File: src/hdl/mlfd_pkg.sv
`timescale 1ns / 1ps
// ----------------------------------------------------------------------------
// mlfd_pkg
// Shared types and constants for the length-prefixed frame deframer: sync
// bytes, register reset value, phase encoding and the result record.
// ----------------------------------------------------------------------------
package mlfd_pkg;

	localparam int unsigned BYTE_W = 8;
	localparam int unsigned LEN_W  = 16;

	localparam logic [BYTE_W-1:0] SYNC_FIRST  = 8'hA5;
	localparam logic [BYTE_W-1:0] SYNC_SECOND = 8'h5A;

	// header is two sync bytes and two length bytes
	localparam int unsigned HEADER_LEN = 4;

	localparam logic [LEN_W-1:0] MAX_PAYLOAD_RST = 16'd256;

	typedef enum logic [2:0] {
		PH_HUNT,
		PH_SEEN_FIRST,
		PH_LEN_LO,
		PH_LEN_HI,
		PH_PAYLOAD
	} phase_t;

	typedef struct packed {
		logic [BYTE_W-1:0] payload_byte;
		logic              last;
		logic [LEN_W-1:0]  frame_length;
	} result_t;

endpackage

File: src/hdl/mlfd_in_reg.sv
`timescale 1ns / 1ps
// ----------------------------------------------------------------------------
// mlfd_in_reg
// Input register: captures one received byte per request and holds it until
// the deframer core consumes it.
// ----------------------------------------------------------------------------
module mlfd_in_reg (
	input  logic                         clk,
	input  logic                         arst_n,
	input  logic [mlfd_pkg::BYTE_W-1:0]  rx_byte,
	input  logic                         rx_valid,
	output logic                         rx_ready,
	input  logic                         take,
	output logic                         valid_s1,
	output logic [mlfd_pkg::BYTE_W-1:0]  byte_s1
);
	import mlfd_pkg::*;

	// ready when empty or when the held byte leaves this cycle
	assign rx_ready = !valid_s1 || take;

	// valid flag
	always_ff @(posedge clk or negedge arst_n) begin
		if (!arst_n) begin
			valid_s1 <= 1'b0;
		end else if (rx_ready) begin
			valid_s1 <= rx_valid;
		end
	end

	// payload capture
	always_ff @(posedge clk) begin
		if (rx_valid && rx_ready) begin
			byte_s1 <= rx_byte;
		end
	end

endmodule

File: src/hdl/mlfd_core.sv
`timescale 1ns / 1ps
// ----------------------------------------------------------------------------
// mlfd_core
// Sync hunt and header parse state machine. Steps once per consumed byte and
// produces a payload result while in the payload phase.
// ----------------------------------------------------------------------------
module mlfd_core (
	input  logic                         clk,
	input  logic                         arst_n,
	input  logic                         step,
	input  logic [mlfd_pkg::BYTE_W-1:0]  byte_in,
	input  logic [mlfd_pkg::LEN_W-1:0]   max_payload,
	output logic                         produces,
	output mlfd_pkg::result_t            result
);
	import mlfd_pkg::*;

	phase_t              phase_q, phase_d;
	logic [BYTE_W-1:0]   len_lo_q, len_lo_d;
	logic [LEN_W-1:0]    len_q, len_d;
	logic [LEN_W-1:0]    rem_q, rem_d;
	logic [LEN_W-1:0]    hdr_len;
	logic                hdr_bad;
	phase_t              after_byte;

	// header length from stored low byte and current high byte
	assign hdr_len    = {byte_in, len_lo_q};
	assign hdr_bad    = (hdr_len == '0) || (hdr_len > max_payload);
	assign after_byte = (byte_in == SYNC_FIRST) ? PH_SEEN_FIRST : PH_HUNT;

	// next state
	always_comb begin
		phase_d  = phase_q;
		len_lo_d = len_lo_q;
		len_d    = len_q;
		rem_d    = rem_q;
		unique case (phase_q)
			PH_SEEN_FIRST: begin
				phase_d = (byte_in == SYNC_SECOND) ? PH_LEN_LO : after_byte;
			end
			PH_LEN_LO: begin
				len_lo_d = byte_in;
				phase_d  = PH_LEN_HI;
			end
			PH_LEN_HI: begin
				if (hdr_bad) begin
					// drop first sync byte, rescan the length bytes
					if (len_lo_q == SYNC_FIRST && byte_in == SYNC_SECOND) begin
						phase_d = PH_LEN_LO;
					end else begin
						phase_d = after_byte;
					end
				end else begin
					len_d   = hdr_len;
					rem_d   = hdr_len;
					phase_d = PH_PAYLOAD;
				end
			end
			PH_PAYLOAD: begin
				rem_d = rem_q - LEN_W'(1);
				if (rem_q == LEN_W'(1)) begin
					phase_d = PH_HUNT;
				end
			end
			default: begin
				phase_d = after_byte;
			end
		endcase
	end

	// outputs
	always_comb begin
		produces            = (phase_q == PH_PAYLOAD);
		result.payload_byte = byte_in;
		result.last         = (rem_q == LEN_W'(1));
		result.frame_length = len_q;
	end

	// control state
	always_ff @(posedge clk or negedge arst_n) begin
		if (!arst_n) begin
			phase_q  <= PH_HUNT;
			len_lo_q <= '0;
			len_q    <= '0;
			rem_q    <= '0;
		end else if (step) begin
			phase_q  <= phase_d;
			len_lo_q <= len_lo_d;
			len_q    <= len_d;
			rem_q    <= rem_d;
		end
	end

	// payload phase always has bytes left to deliver
	a_rem_nonzero: assert property (@(posedge clk) disable iff (!arst_n)
		(phase_q == PH_PAYLOAD) |-> (rem_q != '0))
		else $error("payload phase with no bytes remaining");

	// remaining count never exceeds the announced length
	a_rem_bounded: assert property (@(posedge clk) disable iff (!arst_n)
		(phase_q == PH_PAYLOAD) |-> (rem_q <= len_q))
		else $error("remaining count above frame length");

	// final payload byte returns the machine to hunting
	a_last_to_hunt: assert property (@(posedge clk) disable iff (!arst_n)
		(step && produces && result.last) |=> (phase_q == PH_HUNT))
		else $error("frame end did not return to hunt");

	// an accepted header respects the limit in force
	a_len_limit: assert property (@(posedge clk) disable iff (!arst_n)
		(step && phase_q == PH_LEN_HI && !hdr_bad) |->
		(hdr_len != '0 && hdr_len <= max_payload))
		else $error("header accepted outside length limit");

endmodule

File: src/hdl/mlfd_out_reg.sv
`timescale 1ns / 1ps
// ----------------------------------------------------------------------------
// mlfd_out_reg
// Result register: holds one payload result until the downstream side takes
// it, and reports when a new result can be loaded.
// ----------------------------------------------------------------------------
module mlfd_out_reg (
	input  logic                 clk,
	input  logic                 arst_n,
	input  logic                 load,
	input  mlfd_pkg::result_t    load_data,
	output logic                 free,
	output logic                 out_valid,
	input  logic                 out_ready,
	output mlfd_pkg::result_t    out_data
);
	import mlfd_pkg::*;

	logic    valid_q;
	result_t data_q;

	// slot is free when empty or draining this cycle
	assign free      = !valid_q || out_ready;
	assign out_valid = valid_q;
	assign out_data  = data_q;

	// valid flag
	always_ff @(posedge clk or negedge arst_n) begin
		if (!arst_n) begin
			valid_q <= 1'b0;
		end else if (load) begin
			valid_q <= 1'b1;
		end else if (out_ready) begin
			valid_q <= 1'b0;
		end
	end

	// result capture
	always_ff @(posedge clk) begin
		if (load) begin
			data_q <= load_data;
		end
	end

endmodule

File: src/hdl/magic_length_frame_deframer.sv
`timescale 1ns / 1ps
// ----------------------------------------------------------------------------
// magic_length_frame_deframer
// Byte-stream deframer: hunts for sync pair A5 5A, reads a little-endian
// 16-bit length and forwards the payload bytes with a last marker.
// ----------------------------------------------------------------------------
// Takes one received byte per request and sustains one byte per clock with
// both sides streaming. A byte is held in an input register while the
// sync/header state machine acts on it, and payload bytes pass from there
// into a result register, from which they are offered at the output.
// Header and sync bytes produce no result and never stall; a payload byte
// waits only while the result register is full and not draining. A header
// whose length is zero or above max_payload is dropped silently and the
// length bytes are rescanned for a new sync pair. max_payload resets to 256
// and should be written only while no frame is in flight.
module magic_length_frame_deframer (
	input  logic                         clk,
	input  logic                         arst_n,
	input  logic [mlfd_pkg::BYTE_W-1:0]  rx_byte,
	input  logic                         rx_valid,
	output logic                         rx_ready,
	output logic [mlfd_pkg::BYTE_W-1:0]  payload_byte,
	output logic                         last,
	output logic [mlfd_pkg::LEN_W-1:0]   frame_length,
	output logic                         out_valid,
	input  logic                         out_ready,
	input  logic                         cfg_we,
	input  logic [mlfd_pkg::LEN_W-1:0]   cfg_wdata
);
	import mlfd_pkg::*;

	logic               valid_s1;
	logic [BYTE_W-1:0]  byte_s1;
	logic               take;
	logic               produces;
	logic               slot_free;
	logic [LEN_W-1:0]   max_payload_q;
	result_t            core_result;
	result_t            out_data;

	// max payload register
	always_ff @(posedge clk or negedge arst_n) begin
		if (!arst_n) begin
			max_payload_q <= MAX_PAYLOAD_RST;
		end else if (cfg_we) begin
			max_payload_q <= cfg_wdata;
		end
	end

	// the held byte advances unless its result has nowhere to go
	assign take = valid_s1 && (!produces || slot_free);

	mlfd_in_reg u_in_reg (
		.clk      (clk),
		.arst_n   (arst_n),
		.rx_byte  (rx_byte),
		.rx_valid (rx_valid),
		.rx_ready (rx_ready),
		.take     (take),
		.valid_s1 (valid_s1),
		.byte_s1  (byte_s1)
	);

	mlfd_core u_core (
		.clk         (clk),
		.arst_n      (arst_n),
		.step        (take),
		.byte_in     (byte_s1),
		.max_payload (max_payload_q),
		.produces    (produces),
		.result      (core_result)
	);

	mlfd_out_reg u_out_reg (
		.clk       (clk),
		.arst_n    (arst_n),
		.load      (take && produces),
		.load_data (core_result),
		.free      (slot_free),
		.out_valid (out_valid),
		.out_ready (out_ready),
		.out_data  (out_data)
	);

	// result fields
	assign payload_byte = out_data.payload_byte;
	assign last         = out_data.last;
	assign frame_length = out_data.frame_length;

endmodule
File: config.mk
export PLATFORM = sky130hd
export DESIGN_NAME = magic_length_frame_deframer
export DESIGN_NICKNAME = d
export VERILOG_FILES = /design/src/hdl/mlfd_pkg.sv /design/src/hdl/mlfd_in_reg.sv /design/src/hdl/mlfd_core.sv /design/src/hdl/mlfd_out_reg.sv /design/src/hdl/magic_length_frame_deframer.sv
export SDC_FILE = /design/constraint.sdc
export NUM_CORES = 1
export LEC_CHECK = 0
export BUFFER_PORTS_ARGS = -buffer_cell sky130_fd_sc_hd__buf_4
export CAP_MARGIN = 20
export CORE_MARGIN = 5
export CORE_UTILIZATION = 41
export CTS_CLUSTER_DIAMETER = 80
export CTS_CLUSTER_SIZE = 20
export DETAILED_ROUTE_END_ITERATION = 8
export PLACE_DENSITY_LB_ADDON = 0.25
export SETUP_SLACK_MARGIN = 0.3
export SYNTH_ARGS = -nofsm -noshare
export SYNTH_HDL_FRONTEND = slang
export SYNTH_SLANG_ARGS = --single-unit
File: constraint.sdc
create_clock -name clk -period 2.24 [get_ports clk]
set_input_delay 0.224 -clock clk [delete_from_list [all_inputs] [get_ports clk]]
set_output_delay 0.224 -clock clk [all_outputs]
set_load 0.03 [all_outputs]
# --- Word-level counts from Yosys, hierarchy flattened ---
# Index checks and enable logic that the tools add are counted.
totals:
  in_bits: 29
  latchBits: 0
  mem_bits_rw: 0
  output_inout_bits: 27
  regBits: 94
  mem_count: 0
  rom_bits: 0
op_classes:
  addsub: 1
  div: 0
  reduce_logical: 18
  bitwise_logic: 1
  n_shift: 0
  eq_ne: 10
  n_mux: 10
  mul: 0
  n_lt_le_gt_ge: 1
op_table:
  columns: ["op", "count"]
  rows:
  - ["case mux 16 bit (2 select lines)", 1]
  - ["equality test 16 x 1 -> 1 bit (second input constant)", 1]
  - ["equality test 8 bit (second input constant)", 2]
  - ["> comparator 16 bit", 1]
  - ["zero test 16 bit", 1]
  - ["two-way mux 16 bit", 1]
  - ["subtractor 16 x 1 -> 16 bit (second input constant)", 1]
  - ["two-way mux 3 bit", 4]
  - ["case mux 3 bit (4 select lines)", 1]
  - ["equality test 8 x 7 -> 1 bit (second input constant)", 1]
  - ["equality test 3 x 2 -> 1 bit (second input constant)", 2]
  - ["AND reduction 3 bit", 2]
  - ["logical AND 1 bit", 4]
  - ["logical OR 1 bit", 4]
  - ["AND reduction 2 bit", 2]
  - ["nonzero test 2 bit", 2]
  - ["equality test 3 x 1 -> 1 bit (second input constant)", 1]
  - ["equality test 3 bit (second input constant)", 1]
  - ["zero test 1 bit", 3]
  - ["two-way mux 1 bit", 3]
  - ["!= test 2 x 1 -> 1 bit (second input constant)", 1]
  - ["!= test 2 bit (second input constant)", 1]
  - ["NOT 1 bit", 1]

# --- Logic depth before layout (Yosys ltp) ---
logic_depth:
  depth_word: 6
  mapped_depth: 9
  ltp_nobuf: 8

# --- Cells and area by module ---
# From an unflattened synthesis, not the netlist that was laid out.
hier_totals:
  cells_unflattened: 353
  hier_area_um2: 4526.8
by_module_without_submodules:
  columns: ["mod", "area_per_inst_um2", "cells_per_inst", "seq_area_each_um2", "n_inst"]
  rows:
  - ["mlfd_core", 2766.4, 276, 1076.0, 1]
  - ["mlfd_out_reg", 798.3, 28, 775.7, 1]
  - ["magic_length_frame_deframer", 668.1, 37, 401.6, 1]
  - ["mlfd_in_reg", 294.0, 12, 265.3, 1]

# --- Least setup slack after synthesis ---
# OpenSTA, ideal clock, no wires.
synth_path:
  path_type: "register to register"
  startpoint: "register u_in_reg.byte_s1[7] (netlist name)"
  endpoint: "register u_core.len_q[12]"
  stages_incl_launch_ff: 9
  setup_ns: 0.125
  arrival_time_ns: 2.363
  path_buffers: 1
  path_slack_ns: -0.248
  cell_sequence: "edfxtp_1 ha_1 nand4_1 o221ai_1 or3_1 a211oi_1 o21a_2 buf_4 mux2_2"
synth_between:
  elab_chain_cells: 4
  word_cells_on_any_way: 5
synth_lines:
  columns: ["item", "line_no", "source"]
  rows:
  - ["from (decl)", "mlfd_in_reg.sv:15", "output logic [mlfd_pkg::BYTE_W-1:0] byte_s1"]
  - ["from (signal assigned)", "mlfd_in_reg.sv:34", "byte_s1 <= rx_byte;"]
  - ["> comparator 16 bit / zero test 16 bit (equally long branches)", "mlfd_core.sv:28", "assign hdr_bad = (hdr_len == '0) || (hdr_len > max_payload);"]
  - ["logical OR 1 bit (*)", "mlfd_core.sv:28", null]
  - ["NOT 1 bit (no line) (*)", null, null]
  - ["AND reduction 3 bit (no line) (*)", null, null]
  - ["to (signal assigned)", "mlfd_core.sv:89", "len_q <= len_d;"]
  - ["to (decl)", "mlfd_core.sv:20", "logic [LEN_W-1:0] len_q, len_d;"]
# Every way passes the cells marked *; elsewhere a longest branch is shown, timed or not.
# A chain may end at the register's enable or synchronous reset.

# --- Final worst setup path ---
layout_path:
  startpoint: "register max_payload_q[13]"
  endpoint: "register u_core.len_q[15]"
layout_between:
  elab_chain_cells: 4
layout_lines:
  columns: ["item", "line_no", "source"]
  rows:
  - ["from (decl)", "magic_length_frame_deframer.sv:37", "logic [LEN_W-1:0] max_payload_q;"]
  - ["from (signal assigned)", "magic_length_frame_deframer.sv:46", "max_payload_q <= cfg_wdata;"]
  - ["> comparator 16 bit", "mlfd_core.sv:28", null]
  - ["logical OR 1 bit", "mlfd_core.sv:28", null]
  - ["NOT 1 bit (no line)", null, null]
  - ["AND reduction 3 bit (no line)", null, null]
# Every way passes these cells.

==> impl_results.md <==
- Clk pwr share: 0.190
- Worst Path Required: 2.48 ns
- CORE AREA: 10400 sq um
- Initial Utilization: 0.422
- Vias in the first global route: 3330
- Remaining Overflow, GRT: 0
- Cell type with the largest total area after synthesis: dfrtp_1
- Chip height: 113 um
- Antenna violations before repair: 0
- DRT antenna net count: 0
- Main flop type after synthesis: dfrtp_1
- DR pass1 iterations: 4
- Clock Pin Slew Worst Setup and Hold Paths: 0.09 ns
- Clk_skew: 0.0141 ns
- Min cycle time layout: 2.43 ns
- Wire per inst: 16.0 um
- Die width: 113 um
- Lkg Pwr: 0.00244 uW
- Setup crit start kind: flop
- Largest net degree at the start of global routing: 62
- H-tree Lvls: 3
- Final setup TNS: -4.02 ns
- Top-area cell type share of the netlist area: 0.343
- Final HPWL DP: 7340 um
- Unique masters post-synth: 53
- Final Util: 0.545
- Sequential fraction of the synthesis area: 0.576
- Post-synth EDFFs: 33
- Synth async-reset ratio: 0.649
- Routed WL: 10200 um
- First-pass GRT wire length: 16600 um
- # DRC: 0
- DRT iter0 DRCs: 175
- Die area: 12800 sq um
- RSZ-0062 raised after global routing: yes
- Switching pwr: 1890 uW
- Min Hold Slack: 0.0398 ns
- Port bufs: 55
- Failing checks: setup timing
- MaxCap Viol Count: 0
- GP Congestion: 0.858
- Layout cells sized above 1: 0.359
- Final Hold Viols: 0
- Worst skew pair latency: 0.36 ns
- Mapped cell area: 4370 sq um
- Switching part of the total: 0.341
- CP Capture Type: flop
- Rows: 37
- Power Density: 979 nW/um^2
- Critical path class: reg2reg
- Outcome: complete, but fails checks
- Post-Syn Nets: 431
- Vias: 3279
- Fin. max-slew vios: 0
- I/O Pins: 56
- Gate power share: 0.350
- FMAX: 0.411 GHz
- Sequential power share: 0.460
- CTS Buf Count: 9
- GRT Total Usage: 0.163
- CP Data Arrival Time: 2.67 ns
- Post-synth top cells: 60 x dfrtp_1, 40 x o21ai_0, 35 x nand2_1
- Hold Crit Class: in2reg
- # diodes: 0
- Synthesized instance count: 384
- Number of synthesized register bits: 94
- Max Buffers Root-to-Sink: 2
- Cell with the most instances after synthesis: dfrtp_1
- Design internal power: 3650 uW
- Rel. slew slack: 0.484
- Vias per cell: 5.15
- Final worst path period share: 1.09
- Peak fanout along the critical path: 17
- TritonCTS Sinks: 94
- Synth-to-Final Area Change: 29.3%
- Worst-Margin Slew: 0.774 ns
- Fill count: 928
- Yosys warns: 0
- # nets final: 543
- Largest cells by area after synthesis: dfrtp_1 34%, edfxtp_1 23%, ha_1 5.2%
- Clk root buf: clkbuf_8
- Final worst setup slack: -0.195 ns
- TritonCTS clock tree: done
- Worst-case vdd ir drop: 0.000415 V
- Avg Inst Size Synth: 11.4 sq um
- Setup violations, final: 33
## sequential cells by signal (all words and copies together) (netlist names)
name and flops:
u_core.phase_q 3, u_out_reg.out_data 25, u_core.len_lo_q 8, max_payload_q 16
u_out_reg.out_valid 1, u_in_reg.valid_s1 1, u_core.rem_q 16, u_in_reg.byte_s1 8
u_core.len_q 16
## placed cells by master, fill, tap and decap left out, types with 2 or more instances in the layout
master | Yosys | final
edfxtp_1 | 33 | 33
mux2_4 | 1 | 2
o21ai_1 | 1 | 3
or3_1 | 5 | 5
o21ai_0 | 40 | 38
clkbuf_8 | 0 | 9
o211ai_1 | 13 | 13
nand4_1 | 5 | 5
o22ai_1 | 3 | 3
nand2b_1 | 5 | 5
ha_1 | 18 | 14
and4_1 | 4 | 4
nor4_4 | 1 | 2
nand3_1 | 7 | 6
clkinv_4 | 0 | 2
nor2_1 | 7 | 6
or3_4 | 2 | 3
buf_4 | 3 | 114
mux2i_1 | 4 | 4
a21oi_1 | 18 | 17
dfrtp_1 | 60 | 60
a21o_1 | 2 | 2
o221ai_1 | 3 | 2
nor4_1 | 6 | 4
or4_4 | 2 | 2
inv_1 | 34 | 33
nand2_1 | 35 | 35
mux2_2 | 17 | 16
clkbuf_1 | 9 | 2
nor3b_1 | 3 | 3
nor3_1 | 13 | 13
ha_4 | 0 | 3
## timing repair
| action | in CTS | in global routing |
|---|---|---|
| endpoints found under the hold margin | 60 | 0 |
| gates resized for setup | 4 | 12 |
| hold buffers | 1 | 0 |
| pin swaps | 1 | 7 |
| setup buffers | 1 | 3 |
| setup endpoints to repair | 35 | 36 |
## final cells by class
class                      instances  area [sq um]  share of cell area
inverter                          34           128              0.0226
sequential                        94          2520               0.445
clock buffer                      11           131              0.0232
clock inverter                     5          42.5             0.00752
tap                              136           170              0.0301
timing repair buffer             117           901               0.159
multi-input combinational        240          1760               0.312
## stage by stage
step | setup WS, ns | cell area [sq um] | std cells | power (uW)
floorplan | -0.0964 | 4440 | 384 | 3700
global placement | -0.174 | 5360 | 616 | 4370
detailed placement | -0.188 | 5360 | 616 | 4440
CTS | -0.158 | 5570 | 634 | 5520
global route | -0.334 | 5660 | 637 | 5930
finish | -0.195 | 5660 | 637 | 5540
## cells by family (layout without fill, tap and decap cells)
kind of cell    after synthesis  in the layout  share of synthesized area
simple gates                106            106                      0.135
compound gates               93             93                      0.130
xor+xnor                      1              1                    0.00200
buf+inv                      50            167                     0.0495
fa+ha+maj                    18             18                     0.0515
flops                        94             94                      0.576
mux                          22             22                     0.0564
## power groups by stage
stage | logic [uW] | clock network [uW] | registers, uW
global placement | 1800 | 0 | 2570
finish | 1940 | 1050 | 2540
detailed placement | 1850 | 0 | 2580
global route | 2150 | 1170 | 2610
floorplan | 1120 | 0 | 2580
CTS | 1880 | 1090 | 2550
## final timing paths
| check | slack [ns] | start | cells past startpoint | to |
|---|---|---|---|---|
| min in group asynchronous | 0.49 | arst_n | 2 | u_core.len_q[3] |
| min reg2reg | 0.45 | u_core.len_q[12] | 0 | u_out_reg.out_data[12] |
| max in group asynchronous | 1.25 | arst_n | 2 | u_in_reg.valid_s1 |
| min | 0.04 | rx_byte[4] | 1 | u_in_reg.byte_s1[4] |
| max | -0.19 | max_payload_q[13] | 9 | u_core.len_q[15] |
| max reg2reg | -0.19 | max_payload_q[13] | 9 | u_core.len_q[15] |
## worst max-delay path, cell delays in order, from the launching register on
cell	delay [ns]
dfrtp_1	0.37
inv_1	0.11
ha_4	0.22
a21oi_1	0.18
o221ai_1	0.13
or3_1	0.37
a211oi_2	0.24
o21a_2	0.19
buf_12	0.16
mux2_2	0.34
## layer usage
metal / track usage / vias to the layer above / wire [um]
li1: - / 1610 / -
met1: 0.222 / 1594 / 4760
met2: 0.267 / 68 / 4990
met3: 0.0316 / 7 / 376
met4: 0.0457 / 0 / 89
met5: 0 / - / 0
No activity file was read; power rests on OpenSTA's default activity.
